`config.mk`:
```
export PLATFORM = sky130hd
export DESIGN_NAME = nstm_ram
export DESIGN_NICKNAME = d
export VERILOG_FILES = /design/src/design/nstm_ram.sv
export SDC_FILE = /design/constraint.sdc
export NUM_CORES = 1
export LEC_CHECK = 0
export BUFFER_PORTS_ARGS = -buffer_cell sky130_fd_sc_hd__buf_4
export CAP_MARGIN = 30
export CORE_MARGIN = 2
export CORE_UTILIZATION = 50
export DETAILED_ROUTE_END_ITERATION = 12
export PLACE_DENSITY = 0.81
export SYNTH_ARGS = -nofsm -noshare
export SYNTH_HDL_FRONTEND = slang
export SYNTH_SLANG_ARGS = --single-unit
export TNS_END_PERCENT = 100
```
`constraint.sdc`:
```
create_clock -name clk_i -period 1.3 [get_ports clk_i]
set_clock_uncertainty 0.1 [all_clocks]
set_input_delay 0.13 -clock clk_i [delete_from_list [all_inputs] [get_ports clk_i]]
set_output_delay 0.13 -clock clk_i [all_outputs]
set_load 0.01 [all_outputs]
```
`src/design/nstm_ram.sv`:
```
// Generic simple dual-port RAM, one write and one registered read port.
// No dependencies.
module nstm_ram #(
  parameter int unsigned WIDTH = 8,
  parameter int unsigned DEPTH = 2
) (
  input  logic                     clk_i,
  input  logic                     we_i,
  input  logic [$clog2(DEPTH)-1:0] waddr_i,
  input  logic [WIDTH-1:0]         wdata_i,
  input  logic                     re_i,
  input  logic [$clog2(DEPTH)-1:0] raddr_i,
  output logic [WIDTH-1:0]         rdata_o
);
  logic [WIDTH-1:0] mem_q [DEPTH];
  logic [WIDTH-1:0] rdata_q;

  always_ff @(posedge clk_i) begin
    if (we_i) begin
      mem_q[waddr_i] <= wdata_i;
    end
    if (re_i) begin
      rdata_q <= mem_q[raddr_i];
    end
  end

  assign rdata_o = rdata_q;
endmodule

```
# == After elaboration in Yosys (flattened, before gate mapping) ==
# Memories as Yosys holds them, arrays and structs flattened. A register that Yosys moved wholly into a read port is not among the register bits.
# Index checks and enable logic that the tools add are counted.
# totals
word_cells,3
ramBits,16
inputBits,13
out_inout_bits,8
n_memories,1
reg_bits,0
# op_classes
muxes,2
# mem_list
memory,depth,width,read_ports,rd_ports_with_merged_regs,wr,line,source
mem_q,2,8,1,1,1,15,logic [WIDTH-1:0] mem_q [DEPTH];
# ops
op,count
two-way mux 1 bit,2

# == Logic depth before layout (Yosys ltp) ==
# Gate-level depths: netlist (run 1).
# logic_depth
ltp_word,2
mapped_depth,2
depth_no_buf,1

# == Worst setup path after synthesis (run 1) ==
# No wires, ideal clock.
# synth_timing
path_kind,input-to-reg
start,in we_i
end,"mem mem_q[0][0], enable pin"
cell_stages,1
slack_ns,0.277
t_arrival_ns,0.550
setup_ns,0.373
t_required_ns,0.827
path_buffers,0
cell_sequence,nor2b_1
# synth_via
elab_chain_len,2
# synth_lines
element,line,source
"start, declared",8,"input logic we_i,"
two-way mux 1 bit,19,if (we_i) begin
two-way mux 1 bit (implied by the code),20,mem_q[waddr_i] <= wdata_i;
"end, declared",15,
# No other way between the ends.

# == Worst setup path in the final report (run 1) ==
# layout_timing
start,reg rdata_q[0] (netlist: rdata_o[0]) (read register of mem_q)
end,out rdata_o[0]
# layout_lines
element,line,source
"start, declared",16,logic [WIDTH-1:0] rdata_q;
"end, declared",13,output logic [WIDTH-1:0] rdata_o
# No word-level cell between the ends.

==> metrics.json, run 1 <==
{
  "outcome": "finished, final reports clean",
  "power.ir.vdd_worst_v": 0.0009866,
  "synthXorXnorAreaFrac_pct": 0,
  "ctsLongestPathBuffers": 2,
  "max_cap_violations": 0,
  "drcViolationCount": 0,
  "cellInternalPower_mw": 1.322,
  "area_delta_synth_final_pct": 35.89,
  "layout_min_cycle_time_ns": 1.074,
  "power.clock.fraction_pct": 32.7,
  "mappedNetlistArea_um2": 864.6,
  "yosys-mux-area-fraction_pct": 13.89,
  "first_pass_iters": 2,
  "switching_part_of_the_total_power_pct": 17.24,
  "critPathArrivalTime_ns": 0.84,
  "yosys.area.top_type_share_pct": 83.36,
  "slew_headroom_pct": 75.56,
  "floorplan.initialDensity_pct": 51.76,
  "worst-path-max-fanout": 1,
  "placedInstanceArea_um2": 1032,
  "clock_insertion_delay_worst_skew_ns": 0.31,
  "crit_family": "flip-flops",
  "timing.rr.end": "rdata_o[2]$_DFFE_PP_",
  "critical-path-max-stage-delay_ns": 0.38,
  "grt_pass1_wl_mm": 1.656,
  "pin_count": 21,
  "cts_num_sinks": 24,
  "placementRows": 15,
  "crit_end_category": "output pin",
  "origin_of_the_worst_setup_path": "rdata_o[0]$_DFFE_PP_",
  "tritoncts": "yes",
  "wl_per_cell_um": 13.11,
  "h-tree-depth": 1,
  "synth.lib_cells_used.distinct": 5,
  "stdcell_count": 85,
  "ff2ff_setup_slack_ns": 0.30,
  "timing.setup.critical_path_class": "reg -> out",
  "synth-adder-area-share_pct": 0,
  "cts-buffers-inserted": 3,
  "cp_slowest_cell": "edfxtp_1",
  "port_buffers": 20,
  "area_fraction_in_and_or_nand_and_nor_cells_after_synthesis_pct": 1.447,
  "grt_start_max_net_pins": 15,
  "core_um2": 1670,
  "path_clk_slew_ns": 0.13,
  "worst_pin_slew_ns": 0.3667,
  "timing_hold_violations_final": 0,
  "p_leak_nw": 0.4657,
  "setup_viol_count_final": 0,
  "antenna_violations_before_repair": 0,
  "routed_wirelength_mm": 1.114,
  "yosys.area.top_type": "edfxtp_1",
  "layout-drive-gt1-share_pct": 48.53,
  "achievable-frequency_mhz": 931.1,
  "yosys_warnings": 0,
  "first_global_vias": 379,
  "multi_input_comb_area_um2": 132.6,
  "postSynthNetCount": 48,
  "postSynthCellCount": 35,
  "die_width_um": 45.59,
  "synth.ff_latch_count": 24,
  "drt-vias-per-instance": 4.894,
  "critPathCapture": "rdata_o[0]",
  "place_congestion": 0.6016,
  "finalNetCount": 82,
  "height_of_the_chip_um": 45.59,
  "synth_sequential_area_ratio_pct": 83.36,
  "cts_root_buffer": "clkbuf_4",
  "cp_num_cells": 1,
  "cts_post_setup_buffers_inserted": 0,
  "fin_tns_setup_ns": 0,
  "switching_power_mw": 0.2754,
  "power_density_nw_per_um2": 1360,
  "pwr-share-seq_pct": 58.0,
  "antenna_left": 0,
  "syn_avg_cell_area_um2": 24.70,
  "layout.filler_cells": 107,
  "globalRouteTotalUtil_pct": 12.08,
  "maxSlewViolCount": 0,
  "grt.overflow.total": 0,
  "postLayoutCellArea_um2": 1175,
  "design.die.area_um2": 2078,
  "largest_family_of_logic_cells_by_synthesized_area": "multiplexers",
  "pnr_total_power_mw": 1.598,
  "grt_setup_unrepaired": "false",
  "antenna_diode_instance_count": 0,
  "startpoint_type": "flop",
  "detail_route.iter0.violations": 7,
  "worstReg2RegStart": "mem_q[0][2]$_DFFE_PP_",
  "place.detailed.instances": 72,
  "final_min_period_over_clock_period_pct": 82.62,
  "p_comb_share_pct": 9.3,
  "yosys-top-cells-area": "edfxtp_1 (83%), mux2_4 (14%), buf_6 (1.3%), and2_1 (0.72%), nor2b_1 (0.72%)",
  "ff2ff_path_depth": 1,
  "routed-via-count": 416,
  "type_of_the_worst_min_delay_path": "in -> reg",
  "required_ns": 1.07,
  "cp_cell_sequence": "buf_4",
  "synth-compound-area-share_pct": 0,
  "worstPathBufferInverterCount": 1,
  "layout.area.seq_um2": 720.7
}
==> layer usage <==
layer,up-vias,part of all wire [%],global-route usage (%)
met2,21,52,21.69
met4,0,1.7,8.824
met1,191,40,12.10
met3,2,5.4,2.381
li1,202,-,-
met5,-,0,0
==> what timing repair did <==
item,in CTS,in global routing
endpoints found under the hold margin,24,0
hold buffers,9,0
gates resized for setup,0,0
==> power by group through the flow <==
| stage | clock [mW] | sequential [mW] | combinational, mW |
|---|---|---|---|
| after global routing | 0.559 | 0.932 | 0.159 |
| after CTS | 0.531 | 0.927 | 0.151 |
| after floorplan | 0 | 0.952 | 0.0529 |
| final | 0.522 | 0.927 | 0.149 |
| after detailed placement | 0 | 0.945 | 0.129 |
| after global placement | 0 | 0.943 | 0.126 |
==> state kept, by name (all words and copies together), names as in the netlist <==
register / count
mem_q: 16
rdata_o: 8
==> cell families (layout without fill, tap and decap cells) <==
| family | count (synthesis) | in the layout |
|---|---|---|
| buffers and inverters | 1 | 34 |
| flip-flops | 24 | 24 |
| multiplexers | 8 | 8 |
| AND/OR/NAND/NOR | 2 | 2 |
==> final cells by class <==
| cell class | instances | share of cell area (%) |
|---|---|---|
| Timing Repair Buffer | 30 | 21.09 |
| Tap cell | 17 | 1.810 |
| Clock buffer | 3 | 1.917 |
| Multi-Input combinational cell | 10 | 11.29 |
| Clock inverter | 1 | 2.556 |
| Sequential cell | 24 | 61.34 |
==> worst min-delay path by stage <==
stage | from | endpoint | slack, ns | depth (start not counted)
finish | raddr_i | rdata_o[0]$_DFFE_PP_ | 0.15 | 2
global route | raddr_i | rdata_o[7]$_DFFE_PP_ | 0.15 | 2
CTS | raddr_i | rdata_o[0]$_DFFE_PP_ | 0.15 | 2
detailed placement | wdata_i[3] | mem_q[0][3]$_DFFE_PP_ | 0.22 | 1
global placement | wdata_i[2] | mem_q[1][2]$_DFFE_PP_ | 0.22 | 1
floorplan | wdata_i[0] | mem_q[0][0]$_DFFE_PP_ | 0.13 | 0
==> synth_stat cells <==
cell      instances
buf_6             1
edfxtp_1         24
nor2b_1           1
mux2_4            8
and2_1            1
==> metrics by stage <==
stage | util, % | setup slack [ns] | hold slack (ns)
2_1_floorplan | - | 0.2766 | 0.1289
3_3_place_gp | 61.80 | 0.3217 | 0.2156
3_5_place_dp | 61.80 | 0.2897 | 0.2177
4_1_cts | 70.34 | 0.2104 | 0.1473
5_1_grt | 70.34 | 0.1748 | 0.1475
6_report | 70.34 | 0.2260 | 0.1493
==> cell usage in the layout, fill, tap and decap left out <==
cell type,n
bufinv_16,1
edfxtp_1,24
buf_4,21
nor2b_1,1
and2_1,1
clkbuf_4,3
dlygate4sd3_1,9
mux2_4,8
(Power assumes the default switching activity.)
==> run 2: changes to the inputs <==
--- a/config.mk
+++ b/config.mk
@@ -8,9 +8,9 @@
 export BUFFER_PORTS_ARGS = -buffer_cell sky130_fd_sc_hd__buf_4
 export CAP_MARGIN = 30
 export CORE_MARGIN = 2
-export CORE_UTILIZATION = 50
+export CORE_UTILIZATION = 45
 export DETAILED_ROUTE_END_ITERATION = 12
-export PLACE_DENSITY = 0.81
+export PLACE_DENSITY = 0.78
 export SYNTH_ARGS = -nofsm -noshare
 export SYNTH_HDL_FRONTEND = slang
 export SYNTH_SLANG_ARGS = --single-unit
==> constraint.sdc (replaced) <==
create_clock -name clk_i -period 0.88 [get_ports clk_i]
set_clock_uncertainty 0.1 [all_clocks]
set_input_delay 0.088 -clock clk_i [delete_from_list [all_inputs] [get_ports clk_i]]
set_output_delay 0.088 -clock clk_i [all_outputs]
set_load 0.01 [all_outputs]
==> run 2 against run 1 <==
Net effect: the run now ends with negative setup slack left; global-route usage is 1.6 points lower; clock power shrank 12%; register-to-register slack worse by 0.42 ns; critical path depth unchanged; sequential cell count is the same; hold slack got worse by 0.037 ns; die area is 10% higher; critical endpoint is now rdata_o[1].
==> metrics.json, run 2 (synthesis gave the netlist of run 1 again) <==
{
  "path_clk_slew_ns": 0.12,
  "achievable-frequency_mhz": 967.7,
  "worst-path-max-fanout": 1,
  "outcome": "finished, violations left",
  "cts_post_setup_buffers_inserted": 0,
  "postLayoutCellArea_um2": 1195,
  "first_global_vias": 408,
  "cp_cell_sequence": "buf_6",
  "core_um2": 1764,
  "max_cap_violations": 0,
  "tritoncts": "yes",
  "largest_register_ffs": 16,
  "port_buffers": 20,
  "height_of_the_chip_um": 47.83,
  "timing_hold_violations_final": 0,
  "critical-path-max-stage-delay_ns": 0.41,
  "fin_worst_hold_slack_ns": 0.1123,
  "routed-via-count": 418,
  "first_pass_iters": 2,
  "type_of_the_worst_min_delay_path": "in -> reg",
  "place.detailed.instances": 81,
  "layout_min_cycle_time_ns": 1.033,
  "worst_pin_slew_ns": 0.3568,
  "clock_insertion_delay_worst_skew_ns": 0.30,
  "stdcell_count": 94,
  "antenna_violations_before_repair": 0,
  "h-tree-depth": 1,
  "p_leak_nw": 0.4681,
  "drt-vias-per-instance": 4.447,
  "crit_end_category": "output pin",
  "origin_of_the_worst_setup_path": "rdata_o[1]$_DFFE_PP_",
  "place_congestion": 0.6429,
  "timing.final.ws_setup_ns": -0.1534,
  "power_density_nw_per_um2": 1731,
  "placedInstanceArea_um2": 1052,
  "setup_viol_count_final": 16,
  "fin_tns_setup_ns": -1.899,
  "detail_route.iter0.violations": 3,
  "max_flop_register": "mem_q",
  "drcViolationCount": 0,
  "cts-buffers-inserted": 3,
  "floorplan.initialDensity_pct": 49.01,
  "power.ir.vdd_worst_v": 0.001005,
  "final_min_period_over_clock_period_pct": 117.4,
  "slew_headroom_pct": 76.22,
  "worstPathBufferInverterCount": 1,
  "startpoint_type": "flop",
  "crit_family": "flip-flops",
  "ctsLongestPathBuffers": 2,
  "antenna_diode_instance_count": 0,
  "cts_root_buffer": "clkbuf_4",
  "globalRouteTotalUtil_pct": 10.48,
  "area_delta_synth_final_pct": 38.21,
  "cp_num_cells": 1,
  "final_core_utilization_pct": 67.73,
  "design.die.area_um2": 2288,
  "grt_setup_unrepaired": "true",
  "ff2ff_setup_slack_ns": -0.12,
  "ff2ff_path_depth": 1,
  "maxSlewViolCount": 0,
  "grt_start_max_net_pins": 14,
  "required_ns": 0.69,
  "timing.setup.critical_path_class": "reg -> out",
  "critPathArrivalTime_ns": 0.85,
  "routed_wirelength_mm": 1.085,
  "worstReg2RegStart": "mem_q[0][3]$_DFFE_PP_",
  "failed_checks": "negative setup slack",
  "antenna_left": 0,
  "critPathCapture": "rdata_o[1]",
  "placementRows": 15,
  "wl_per_cell_um": 11.54,
  "cts_num_sinks": 24,
  "cp_slowest_cell": "edfxtp_1",
  "finalNetCount": 83,
  "mostFrequentLayoutCells": "edfxtp_1 (24), buf_4 (15), dlygate4sd3_1 (9)",
  "grt_pass1_wl_mm": 1.580,
  "layout-drive-gt1-share_pct": 49.28,
  "pin_count": 21,
  "layout.filler_cells": 121,
  "die_width_um": 47.83,
  "timing.rr.end": "rdata_o[3]$_DFFE_PP_",
  "grt.overflow.total": 0,
  "layout_commonest_cell": "edfxtp_1"
}
run 2: timing repair:
item,CTS,global route
hold buffers,9,0
gates resized for setup,2,5
hold endpoints to repair,24,0
setup endpoints to repair,16,16
run 2: worst min-delay path by stage:
| stage | startpoint | endpoint | cells after the start |
|---|---|---|---|
| floorplan | wdata_i[0] | mem_q[0][0]$_DFFE_PP_ | 0 |
| global placement | wdata_i[2] | mem_q[0][2]$_DFFE_PP_ | 1 |
| detailed placement | wdata_i[7] | mem_q[0][7]$_DFFE_PP_ | 1 |
| CTS | waddr_i | mem_q[0][5]$_DFFE_PP_ | 3 |
| global route | waddr_i | mem_q[0][1]$_DFFE_PP_ | 3 |
| finish | waddr_i | mem_q[0][5]$_DFFE_PP_ | 3 |
run 2: power by group:
group,internal (mW),switching [mW]
combinational,0.161,0.0780
clock,0.165,0.292
sequential,1.35,0.0229
total,1.68,0.393
run 2: area by class of cell:
class                   count  area, um2  area share [%]
flip-flops and latches     24      720.7           60.31
repair buffers             31      281.5           23.56
clock buffers               3      22.52           1.885
multi-input cells          10      135.1           11.31
well taps                  25      31.28           2.618
clock inverters             1      3.754          0.3141
run 2: per-layer routing:
layer | wire length (um) | up-vias | track usage (%)
met3 | 43 | 2 | 2.264
met5 | 0 | - | 0
met1 | 449 | 193 | 10.89
li1 | - | 206 | -
met4 | 5 | 0 | 6.486
met2 | 586 | 17 | 18.93
run 2: tightest hold or removal path, cell delays in order:
cell	delay (ns)
buf_4	0.09
nor2b_2	0.04
buf_4	0.14
run 2: stage by stage:
stage	setup WS [ns]	total power, mW
2_1_floorplan	-0.07037	1.486
3_3_place_gp	-0.08792	1.583
3_5_place_dp	-0.1109	1.591
4_1_cts	-0.1701	2.074
5_1_grt	-0.1949	2.141
6_report	-0.1534	2.069
