--- src/design/nstm_pkg.sv ---
// Package for the nested scope timing monitor.
// Holds field widths, codes, defaults and the result and aggregate types.
// No dependencies.
package nstm_pkg;

  localparam int unsigned NODE_SLOTS_DEF  = 1024;
  localparam int unsigned STACK_DEPTH_DEF = 32;
  localparam int unsigned NAME_SLOTS_DEF  = 256;

  localparam int unsigned TS_W      = 64;
  localparam int unsigned CNT_W     = 32;
  localparam int unsigned NAME_W    = 8;
  localparam int unsigned IDX_OUT_W = 10;
  localparam int unsigned REFD_W    = 8;
  localparam int unsigned PADDR_W   = 2;
  localparam int unsigned PDATA_W   = 32;

  localparam logic [PADDR_W-1:0] ADDR_ROOT_NAME = '0;

  localparam logic [REFD_W-1:0] REFUSE_MAX = '1;

  typedef enum logic [1:0] {
    MODE_BEGIN_FRAME = 2'd0,
    MODE_BEGIN_SCOPE = 2'd1,
    MODE_END_SCOPE   = 2'd2,
    MODE_END_FRAME   = 2'd3
  } mode_e;

  typedef enum logic [1:0] {
    STAT_OK         = 2'd0,
    STAT_POOL_FULL  = 2'd1,
    STAT_STACK_FULL = 2'd2,
    STAT_EMPTY      = 2'd3
  } status_e;

  typedef enum logic [3:0] {
    ST_IDLE,
    ST_FRAME,
    ST_SCOPE,
    ST_END,
    ST_POP,
    ST_RDN,
    ST_NODE,
    ST_UPD,
    ST_FIN
  } state_e;

  typedef struct packed {
    logic [1:0]           status;
    logic [IDX_OUT_W-1:0] node_index;
    logic [NAME_W-1:0]    scope_name;
    logic [TS_W-1:0]      inclusive_ns;
    logic [TS_W-1:0]      child_ns;
    logic [CNT_W-1:0]     node_calls;
    logic [TS_W-1:0]      agg_total;
    logic [CNT_W-1:0]     agg_count;
    logic [TS_W-1:0]      agg_max;
    logic [TS_W-1:0]      agg_min;
    logic [TS_W-1:0]      frame_total;
    logic                 last;
  } res_t;

  typedef struct packed {
    logic [TS_W-1:0]  total;
    logic [CNT_W-1:0] count;
    logic [TS_W-1:0]  max;
    logic [TS_W-1:0]  min;
  } agg_t;

endpackage

--- src/design/nstm_apb.sv ---
// APB register port holding the root name id.
// Depends on nstm_pkg.
module nstm_apb import nstm_pkg::*; (
  input  logic               clk_i,
  input  logic               rst_ni,
  input  logic               psel_i,
  input  logic               penable_i,
  input  logic               pwrite_i,
  input  logic [PADDR_W-1:0] paddr_i,
  input  logic [PDATA_W-1:0] pwdata_i,
  output logic [PDATA_W-1:0] prdata_o,
  output logic [NAME_W-1:0]  root_o
);
  logic [NAME_W-1:0] root_q;
  logic [NAME_W-1:0] root_d;

  always_comb begin
    root_d = root_q;
    if (psel_i && penable_i && pwrite_i && (paddr_i == ADDR_ROOT_NAME)) begin
      root_d = pwdata_i[NAME_W-1:0];
    end
  end

  always_ff @(posedge clk_i or negedge rst_ni) begin
    if (!rst_ni) begin
      root_q <= '0;
    end else begin
      root_q <= root_d;
    end
  end

  assign prdata_o = (paddr_i == ADDR_ROOT_NAME) ? PDATA_W'(root_q) : '0;
  assign root_o   = root_q;
endmodule

--- config.mk ---
export PLATFORM = sky130hd
export DESIGN_NAME = nstm_apb
export DESIGN_NICKNAME = d
export VERILOG_FILES = /design/src/design/nstm_pkg.sv /design/src/design/nstm_apb.sv
export SDC_FILE = /design/constraint.sdc
export NUM_CORES = 1
export LEC_CHECK = 0
export ABC_CLOCK_PERIOD_IN_PS = 2100
export BUFFER_PORTS_ARGS = -buffer_cell sky130_fd_sc_hd__buf_4
export CAP_MARGIN = 10
export CORE_MARGIN = 2
export CORE_UTILIZATION = 31
export DETAILED_ROUTE_END_ITERATION = 12
export GPL_ROUTABILITY_DRIVEN = 0
export PLACE_DENSITY = 0.82
export SLEW_MARGIN = 30
export SYNTH_ARGS = -nofsm -noshare
export SYNTH_HDL_FRONTEND = slang
export SYNTH_SLANG_ARGS = --single-unit
--- constraint.sdc ---
create_clock -name clk_i -period 2.1 [get_ports clk_i]
set_input_delay 0.105 -clock clk_i [delete_from_list [all_inputs] [get_ports clk_i]]
set_output_delay 0.105 -clock clk_i [all_outputs]
set_load 0.005 [all_outputs]
# --- Word-level counts from Yosys, hierarchy flattened ---
# Cells that the tools add are included.
totals:
  out_inout_bits: 40
  mem_bits_ro: 0
  latchBits: 0
  regBits: 8
  memories: 0
  ram_bits: 0
  input_bits: 39
classes:
  n_eq_ne: 0
  div: 0
  n_lt_le_gt_ge: 0
  n_reduce_logical: 4
  shift: 0
  bitwise_logic: 0
  multipliers: 0
  addsub: 0
  muxes: 1
ops:
  columns: ["cell", "n"]
  rows:
  - ["8-bit 2-to-1 mux", 1]
  - ["1-bit logical AND", 3]
  - ["2-bit logical NOT", 1]

# --- Longest topological paths before layout ---
# Gate-level depths: netlist of run 1.
depth:
  depth_word: 3
  depth_mapped: 3
  mapped_depth_nobuf: 3

# --- Least setup slack after synthesis of run 1 ---
# OpenSTA, ideal clock, no wires.
synth_path:
  kind: "input-to-reg"
  start: "input port paddr_i[1]"
  end: "register root_q[0] (netlist: root_o[0])"
  setup_slack_ns: 1.256
  setup_time_ns: 0.125
  stages: 3
  t_arrival_ns: 0.720
  path_cell_list: "nor2_4 > nand4_4 > mux2_2"
synth_via:
  elab_chain_len: 2
synth_rtl:
  columns: ["item", "line", "text"]
  rows:
  - ["start, declared", "nstm_apb.sv:9", "input logic [PADDR_W-1:0] paddr_i,"]
  - ["2-bit logical NOT", "nstm_apb.sv:19", "if (psel_i && penable_i && pwrite_i && (paddr_i == ADDR_ROOT_NAME)) begin"]
  - ["1-bit logical AND", "nstm_apb.sv:19", null]
  - ["end signal, assigned", "nstm_apb.sv:28", "root_q <= root_d;"]
  - ["end, declared", "nstm_apb.sv:14", "logic [NAME_W-1:0] root_q;"]
# No other way between the ends.
# A chain may end at the register's enable or synchronous reset.

# --- Worst setup path in the final report of run 1 ---
layout_path:
  start: "register root_q[0] (netlist: root_o[0])"
  end: "output port prdata_o[0]"
layout_via:
  elab_chain_len: 1
layout_rtl:
  columns: ["item", "line", "text"]
  rows:
  - ["8-bit 2-to-1 mux", "nstm_apb.sv:32", "assign prdata_o = (paddr_i == ADDR_ROOT_NAME) ? PDATA_W'(root_q) : '0;"]
  - ["end, declared", "nstm_apb.sv:11", "output logic [PDATA_W-1:0] prdata_o,"]
# No other way between the ends.

==> results of run 1 <==
==> layer usage <==
metal | up-vias | part of all wire [%]
li1 | 183 | -
met2 | 30 | 59
met1 | 174 | 29
met4 | 0 | 0
met3 | 0 | 12
met5 | - | 0
==> cells in the final DEF (no fill, tap or decap), drive strengths merged <==
| master | instances |
|---|---|
| nand4 | 1 |
| dlygate4sd3 | 1 |
| conb | 24 |
| buf | 30 |
| clkbuf | 3 |
| nor2 | 1 |
| dfrtp | 8 |
| and2 | 8 |
| mux2 | 8 |
==> repair_timing <==
action,CTS,global route
hold buffers,1,0
gates resized for setup,0,0
hold endpoints to repair,8,0
setup buffers,0,0
==> area by class of cell <==
cell class              instances  area, um^2  share of cell area [%]
flip-flops and latches          8       200.2                   26.27
clock buffers                   3       22.52                   2.956
repair buffers                 31       235.2                   30.87
well taps                      25       31.28                   4.105
multi-input cells              42       272.8                   35.80
==> report_power, final <==
group	switching, mW	leakage, nW	internal (mW)	total, mW
clock	0.0506	0.0138	0.0653	0.116
sequential	0.0225	0.0981	0.190	0.213
combinational	0.0570	0.304	0.109	0.166
total	0.130	0.416	0.364	0.495
==> final timing paths <==
check,start,endpoint,slack [ns],cells after the start
worst max-delay path,root_o[0],prdata_o[0],1.06,2
worst min-delay path,pwdata_i[7],root_o[7],0.09,2
worst max register to register,root_o[2],root_o[2],1.32,1
worst min register to register,root_o[5],root_o[5],0.52,1
max in group asynchronous,rst_ni,root_o[0],1.77,2
min in group asynchronous,rst_ni,root_o[7],0.20,2
==> cells by family after synthesis <==
logic type             after synthesis
multiplexers                         8
flip-flops                           8
AND/OR/NAND/NOR                     10
other                                1
buffers and inverters               24
==> flow_summary.toml, run 1 <==
[run_status]
status = "finished clean"

[worst_setup_path]
crit_chain = "and2_2 -> buf_4"
critPathMaxStageDelay_ns = 0.39
crit_path_end_kind = "primary output"
worstSetupPathType = "flop to primary output"
crit_buf_inv = 1
cp-start-kind = "flop"
crit_slowest_cell = "dfrtp_1"
crit_fanout = 3
cp.required_ns = 2.00
crit_arrival_ns = 0.94
critPathTopFamily = "flip-flops"

[grt]
grt_max_degree = 10
gr-usage-met2_pct = 18.36
grt_pass1_wl_mm = 1.311
busiest_layer = "met2"
grt_use_met3_pct = 3.462
grtUsageTotal_pct = 9.170
met1_usage_pct = 7.381
first_global_vias = 302
grt_overflow_total = 0
antenna_found_initial = 0

[die]
die-height_um = 46.76
core_area_um2 = 1727
initial_core_util_pct = 32.83
die-width_um = 46.76
rows = 15
ios = 79
dieArea_um2 = 2187

[routing]
drt_iter0_markers = 0
vias_per_cell = 3.550
firstDrtPassIters = 1
vias = 387
postRouteWirelength_mm = 1.014
wl_per_cell_um = 9.303
ant_nets = 0
drc = 0

[synthesis]
synth.area.mux_share_pct = 15.89
synth_fa_ha_area_share_pct = 0
synth_top_family_by_area = "buffers and inverters"
synth.area.top_cells = "dfrtp_1 35%, buf_4 32%, mux2_2 16%, and2_2 11%, nand4_4 3.8%"
synthXorXnorAreaFrac_pct = 0
synth-seq-cells = 8
synth_edf_count = 0
post-synth-top-count-cell = "buf_4"
synth_commonest_cells = "24 x buf_4, 8 x and2_2, 8 x dfrtp_1, 8 x mux2_2"
netlist_area_um2 = 566.8
yosysWarningCount = 0
async_flop_share_pct = 100.0
synth.largest_area_cell = "dfrtp_1"
synth_cell_types = 7
synth_compound_area_share_pct = 0
synth-simple-area-share_pct = 16.34
synth_top_area_share_pct = 35.32
synthFlopType = "dfrtp_1"
syn_inst = 51
ys_seq_area_share_pct = 35.32
syn_avg_cell_area_um2 = 11.11

[timing]
whs_ns = 0.08747
setup_violations = 0
post-route-period-util_pct = 49.69
period_needed_ns = 1.044
rsz0062_at_grt = "no"
worst_slack_ns = 1.057
final_hold_viol_count = 0
fin_setup_tns_ns = 0
drv_slew = 0
max_freq_ghz = 0.9583
skew_ns = 0

[placement]
placed_cells = 105
port_buffers = 30
dp_hpwl_um = 857.3
pre_cts_slack_ns = 0.9882
placed_cell_area_um2 = 729.5

[layout]
final_nets = 125
syn2layout_area_growth_pct = 34.44
fillCellCount = 173
post-route-util_pct = 44.13
stdcell_count = 109
largest_register_ffs = 8
final_area_um2 = 762.0
drive_gt1_share_pct = 60.71
insertedDiodeCount = 0

[clock_tree]
htree_levels = 1
cts-root-buf = "clkbuf_4"
max-clock-path-buffers = 2
cts_tree = "done"
cts.reportedPaths.clkPinSlew_ns = 0.06
clk_latency_ns = 0.25
cts_buffers = 3
cts.sinks = 8

[min_path]
holdCritPathClass = "input pin to flop"

[power]
finalPower_mw = 0.4945
ir_worst_vdd_uv = 256.6
power_density_nw_per_um2 = 649.0
p_leak_nw = 0.4156

[run]
maxCapViolations = 0
(Power assumes the default switching activity.)
==> inputs of run 2 (changes only) <==
--- a/config.mk
+++ b/config.mk
@@ -5,14 +5,15 @@
 export SDC_FILE = /design/constraint.sdc
 export NUM_CORES = 1
 export LEC_CHECK = 0
-export ABC_CLOCK_PERIOD_IN_PS = 2100
+export ABC_AREA = 1
+export ABC_CLOCK_PERIOD_IN_PS = 980
 export BUFFER_PORTS_ARGS = -buffer_cell sky130_fd_sc_hd__buf_4
 export CAP_MARGIN = 10
 export CORE_MARGIN = 2
 export CORE_UTILIZATION = 31
 export DETAILED_ROUTE_END_ITERATION = 12
 export GPL_ROUTABILITY_DRIVEN = 0
-export PLACE_DENSITY = 0.82
+export PLACE_DENSITY = 0.79
 export SLEW_MARGIN = 30
 export SYNTH_ARGS = -nofsm -noshare
 export SYNTH_HDL_FRONTEND = slang
==> constraint.sdc (replaced) <==
create_clock -name clk_i -period 0.98 [get_ports clk_i]
set_input_delay 0.049 -clock clk_i [delete_from_list [all_inputs] [get_ports clk_i]]
set_output_delay 0.049 -clock clk_i [all_outputs]
set_load 0.005 [all_outputs]
==> run 2 against run 1 <==
Net effect:
- global-route usage up 1.9 points
- routed wire length up 18%
- synthesized cell count rose by 55%
- sequential share of layout area fell by 2.1 points
- core utilization down 0.64 points
- clock-buffer cell count unchanged
- clock power increased by 120%
- critical path depth unchanged
- die area increased by 6.5%
- via count up 39%
- area after synthesis rose by 7.1%
==> flow_summary.toml, run 2 <==
[routing]
postRouteWirelength_mm = 1.196
ant_nets = 0
vias = 538
firstDrtPassIters = 2
wl_per_cell_um = 8.423
drc = 0
drt_iter0_markers = 2
vias_per_cell = 3.789

[synthesis]
synth_top_area_share_pct = 32.99
syn_inst = 79
synth_compound_area_share_pct = 0
synth_cell_types = 10
post-synth-top-count-cell = "buf_4"
synth_commonest_cells = "24 x buf_4, 17 x nand2_1, 9 x inv_1"
synth-seq-cells = 8
synth.largest_area_cell = "dfrtp_1"
ys_seq_area_share_pct = 32.99
synth-simple-area-share_pct = 30.52
netlist_area_um2 = 606.8
syn_avg_cell_area_um2 = 7.681
synth_edf_count = 0
synthXorXnorAreaFrac_pct = 0
yosysWarningCount = 0
async_flop_share_pct = 100.0
synth_fa_ha_area_share_pct = 0
synth_top_family_by_area = "buffers and inverters"
synthFlopType = "dfrtp_1"
synth.area.top_cells = "dfrtp_1 33%, buf_4 30%, nand2_1 11%, nand3_1 6.6%, nor2_8 6.6%"
synth.area.mux_share_pct = 0

[layout]
fillCellCount = 200
stdcell_count = 142
ff_latch_area_um2 = 200.2
drive_gt1_share_pct = 34.78
syn2layout_area_growth_pct = 36.29
multi_input_area_um2 = 275.3
insertedDiodeCount = 0
final_area_um2 = 827.0
mostFrequentLayoutCell = "buf_4"
final_nets = 156
largest_register_ffs = 8
post-route-util_pct = 43.49
most-common-layout-cells = "33 x buf_4, 24 x conb_1, 17 x nand2_1"

[timing]
worst_slack_ns = 0.03788
setup_violations = 0
drv_slew = 0
final_hold_viol_count = 0
max_freq_ghz = 1.061
fin_setup_tns_ns = 0
post-route-period-util_pct = 96.13
skew_ns = 0
rsz0062_at_grt = "yes"
period_needed_ns = 0.9421

[grt]
antenna_found_initial = 0
grt_max_degree = 11
grt_pass1_wl_mm = 1.662
first_global_vias = 415
busiest_layer = "met2"
grt_overflow_total = 0
grtUsageTotal_pct = 11.12
met1_usage_pct = 10.50
gr-usage-met2_pct = 19.21
grt_use_met3_pct = 4.444

[worst_setup_path]
ff2ff_setup_slack_ns = 0.24
cp.required_ns = 0.93
worstSetupPathType = "flop to primary output"
cp-start-kind = "flop"
crit_arrival_ns = 0.89
crit_path_end_kind = "primary output"
crit_fanout = 2

[die]
dieArea_um2 = 2328
ios = 79
initial_core_util_pct = 31.91
die-width_um = 48.25
core_area_um2 = 1902
rows = 16
die-height_um = 48.25

[clock_tree]
cts.reportedPaths.clkPinSlew_ns = 0.05
cts_resized = 0
max-clock-path-buffers = 2
cts_buffers = 3
htree_levels = 1
cts_tree = "done"
cts-root-buf = "clkbuf_4"
cts.sinks = 8
clk_latency_ns = 0.26

[placement]
port_buffers = 30
placed_cells = 135
placed_cell_area_um2 = 772.0
pre_cts_slack_ns = 0.2025

[run_status]
status = "finished clean"

[run]
maxCapViolations = 0

[power]
ir_worst_vdd_uv = 495.6
p_leak_nw = 0.5164
power_density_nw_per_um2 = 1324

[min_path]
holdCritPathClass = "input pin to flop"
## run 2: cell types whose count changed after synthesis, sizes merged
cell   change
and2       -8
inv       +10
mux2       -8
nand2     +18
nand3      +8
nand4      -1
nor2       +9
## run 2: area by class of cell
cell class	count	share of cell area, %
inverter	10	4.539
timing repair buffer	34	31.16
sequential	8	24.21
tap	27	4.085
multi-input combinational	60	33.28
clock buffer	3	2.723
## run 2: cell families (layout without fill, tap and decap cells)
group | after synthesis | count (layout)
buffers and inverters | 34 | 47
flip-flops | 8 | 8
AND/OR/NAND/NOR | 36 | 36
other | 1 | 24
## run 2: worst paths after layout
path                        startpoint         to  cells after the start
max                          root_o[6]  root_o[6]                      2
min                        pwdata_i[3]  root_o[3]                      3
max reg2reg                  root_o[5]  root_o[5]                      3
min reg2reg                  root_o[4]  root_o[4]                      2
max in group asynchronous       rst_ni  root_o[5]                      2
min in group asynchronous       rst_ni  root_o[2]                      2
## run 2: power breakdown
part | switching, mW | total, mW | leakage (nW) | internal [mW]
clock | 0.118 | 0.258 | 0.0138 | 0.141
sequential | 0.0487 | 0.447 | 0.102 | 0.399
combinational | 0.172 | 0.390 | 0.401 | 0.218
## run 2: metal layers
| metal | wire length (um) | up-vias | share of wire [%] |
|---|---|---|---|
| met4 | 22 | 0 | 1.8 |
| met5 | 0 | - | 0 |
| li1 | - | 259 | - |
| met1 | 411 | 236 | 34 |
| met2 | 638 | 40 | 53 |
| met3 | 124 | 3 | 10 |
## run 2: worst max-delay path, stage by stage, from the launching register on
cell	delay (ns)
dfrtp_1	0.38
buf_4	0.14
buf_4	0.13
## run 2: per-stage QoR
stage                     hold WS [ns]  total power [mW]
after floorplan                -0.2466            0.6587
after global placement         -0.1320            0.7930
after detailed placement       -0.1264            0.8052
after CTS                      0.01457             1.067
after global routing           0.03168             1.182
final                          0.01798             1.095
## run 2: timing repair
action                                  in CTS  in global routing
hold buffers                                 1                  0
endpoints found under the setup margin       0                  5
buffers inserted                             0                  3
hold endpoints to repair                     8                  0
==> inputs of run 3 (changes only) <==
--- a/config.mk
+++ b/config.mk
@@ -6,14 +6,14 @@
 export NUM_CORES = 1
 export LEC_CHECK = 0
 export ABC_AREA = 1
-export ABC_CLOCK_PERIOD_IN_PS = 980
+export ABC_CLOCK_PERIOD_IN_PS = 840
 export BUFFER_PORTS_ARGS = -buffer_cell sky130_fd_sc_hd__buf_4
 export CAP_MARGIN = 10
 export CORE_MARGIN = 2
-export CORE_UTILIZATION = 31
+export CORE_UTILIZATION = 28
 export DETAILED_ROUTE_END_ITERATION = 12
 export GPL_ROUTABILITY_DRIVEN = 0
-export PLACE_DENSITY = 0.79
+export PLACE_DENSITY = 0.76
 export SLEW_MARGIN = 30
 export SYNTH_ARGS = -nofsm -noshare
 export SYNTH_HDL_FRONTEND = slang
==> constraint.sdc (replaced) <==
create_clock -name clk_i -period 0.84 [get_ports clk_i]
set_input_delay 0.042 -clock clk_i [delete_from_list [all_inputs] [get_ports clk_i]]
set_output_delay 0.042 -clock clk_i [all_outputs]
set_load 0.005 [all_outputs]
==> run 3 against run 2 <==
Net effect:
- the run now ends with setup timing left
- flip-flop and latch count stayed put
- die area grew 9.8%
- via count increased by 0.74%
- combinational power up 40%
- final cell count is 2.8% higher
- clock skew stayed put
- register-to-register slack lost 0.24 ns
- routed wire length grew 9.3%
- global-route usage shrank 1.4 points
- sequential power grew 20%
- final area grew 6.2%
- worst setup slack lost 0.15 ns
- critical endpoint is now prdata_o[5]
==> flow_summary.toml, run 3 (synthesized netlist as in run 2, its figures left out) <==
[worst_setup_path]
critPathMaxStageDelay_ns = 0.39
crit_path_end_kind = "primary output"
critPathTopFamily = "flip-flops"
cp.required_ns = 0.80
cp-start-kind = "flop"
crit_arrival_ns = 0.91
rr_endpoint = "root_o[1]"
worstSetupPathType = "flop to primary output"
ff2ff_setup_slack_ns = 0
crit_chain = "inv_1 -> nor2_2 -> buf_4"
crit_fanout = 3
crit_buf_inv = 2
startpoint = "root_o[5]"
crit_slowest_cell = "dfrtp_1"
rr_startpoint = "root_o[1]"
rr_worst_depth = 4

[layout]
drive_gt1_share_pct = 37.82
most-common-layout-cells = "32 x buf_4, 24 x conb_1, 17 x nand2_1"
fillCellCount = 213
final_nets = 160
mostFrequentLayoutCell = "buf_4"
multi_input_area_um2 = 277.8
stdcell_count = 146
post-route-util_pct = 43.88
largest_register_ffs = 8
syn2layout_area_growth_pct = 44.74
ff_latch_area_um2 = 200.2
insertedDiodeCount = 0

[clock_tree]
max-clock-path-buffers = 2
cts.sinks = 8
cts.reportedPaths.clkPinSlew_ns = 0.06
cts_buffers = 3
htree_levels = 1
cts_tree = "done"
clk_latency_ns = 0.25
cts-root-buf = "clkbuf_4"

[grt]
grt_pass1_wl_mm = 1.876
grt_overflow_total = 0
antenna_found_initial = 0
first_global_vias = 470
grtUsageTotal_pct = 9.694
grt_max_degree = 11

[timing]
drv_slew = 0
worst_slack_ns = -0.1168
skew_ns = 0
max_freq_ghz = 1.045
rsz0062_at_grt = "yes"
setup_violations = 10
whs_ns = 0.02690
period_needed_ns = 0.9568
final_hold_viol_count = 0
post-route-period-util_pct = 113.9
fin_setup_tns_ns = -0.8688

[placement]
placed_cells = 135
port_buffers = 30
dp_hpwl_um = 975.3

[run]
maxCapViolations = 0

[routing]
vias_per_cell = 3.712
drc = 0
firstDrtPassIters = 4
vias = 542
wl_per_cell_um = 8.952
postRouteWirelength_mm = 1.307
drt_iter0_markers = 8
ant_nets = 0

[run_status]
failed_checks = "setup timing"
status = "finished, violations left"

[die]
die-height_um = 50.56
rows = 16
dieArea_um2 = 2556
initial_core_util_pct = 30.31
die-width_um = 50.56
ios = 79
core_area_um2 = 2002

[min_path]
holdCritPathClass = "input pin to flop"
hold_path.startpoint = "pwdata_i[6]"
hold_depth = 3
hold_end = "root_o[6]"

[power]
power_density_nw_per_um2 = 1562
p_leak_nw = 0.5414
ir_worst_vdd_uv = 923.1
## run 3: worst max-delay path by stage
stage / cells past startpoint / end / slack, ns
6_report: 3 / prdata_o[5] / -0.12
5_1_grt: 3 / prdata_o[4] / -0.18
4_1_cts: 3 / prdata_o[4] / -0.11
3_5_place_dp: 5 / prdata_o[4] / 0.07
3_3_place_gp: 6 / root_o[2] / 0.1
2_1_floorplan: 2 / root_o[0] / 0.24
## run 3: tightest hold or removal path, stage by stage
cell	delay [ns]
buf_4	0.08
nand3_1	0.06
nand2_1	0.07
## run 3: cell type report
| class | instances | area share [%] |
|---|---|---|
| clock buffer | 3 | 2.564 |
| multi-input combinational | 60 | 31.62 |
| inverter | 10 | 4.274 |
| tap | 27 | 3.846 |
| timing repair buffer | 38 | 34.90 |
| sequential | 8 | 22.79 |
## run 3: through the flow
stage / setup WS [ns] / power (mW) / cell area [um^2]
3_5_place_dp: 0.06750 / 0.9408 / 772.0
3_3_place_gp: 0.09734 / 0.9272 / 772.0
5_1_grt: -0.1785 / 1.459 / 878.3
2_1_floorplan: 0.2418 / 0.7685 / 693.2
6_report: -0.1168 / 1.372 / 878.3
4_1_cts: -0.1149 / 1.263 / 819.5
## run 3: what timing repair did
action	4_1_cts	5_1_grt
hold endpoints to repair	8	0
pin swaps	3	4
setup buffers	2	5
resized for setup	0	6
endpoints found under the setup margin	8	16
hold buffers	1	0
## run 3: routing by layer
layer | GRT usage, % | vias to the layer above | wire, um
li1 | - | 269 | -
met1 | 10.50 | 228 | 491
met2 | 17.54 | 43 | 687
met3 | 1.786 | 2 | 123
met4 | 5.405 | 0 | 4
met5 | 0 | - | 0
## run 3: report_power, final
part | switching, mW | internal [mW] | leakage (nW)
logic | 0.218 | 0.329 | 0.426
clock network | 0.127 | 0.163 | 0.0138
registers | 0.0697 | 0.465 | 0.102
total | 0.415 | 0.957 | 0.541
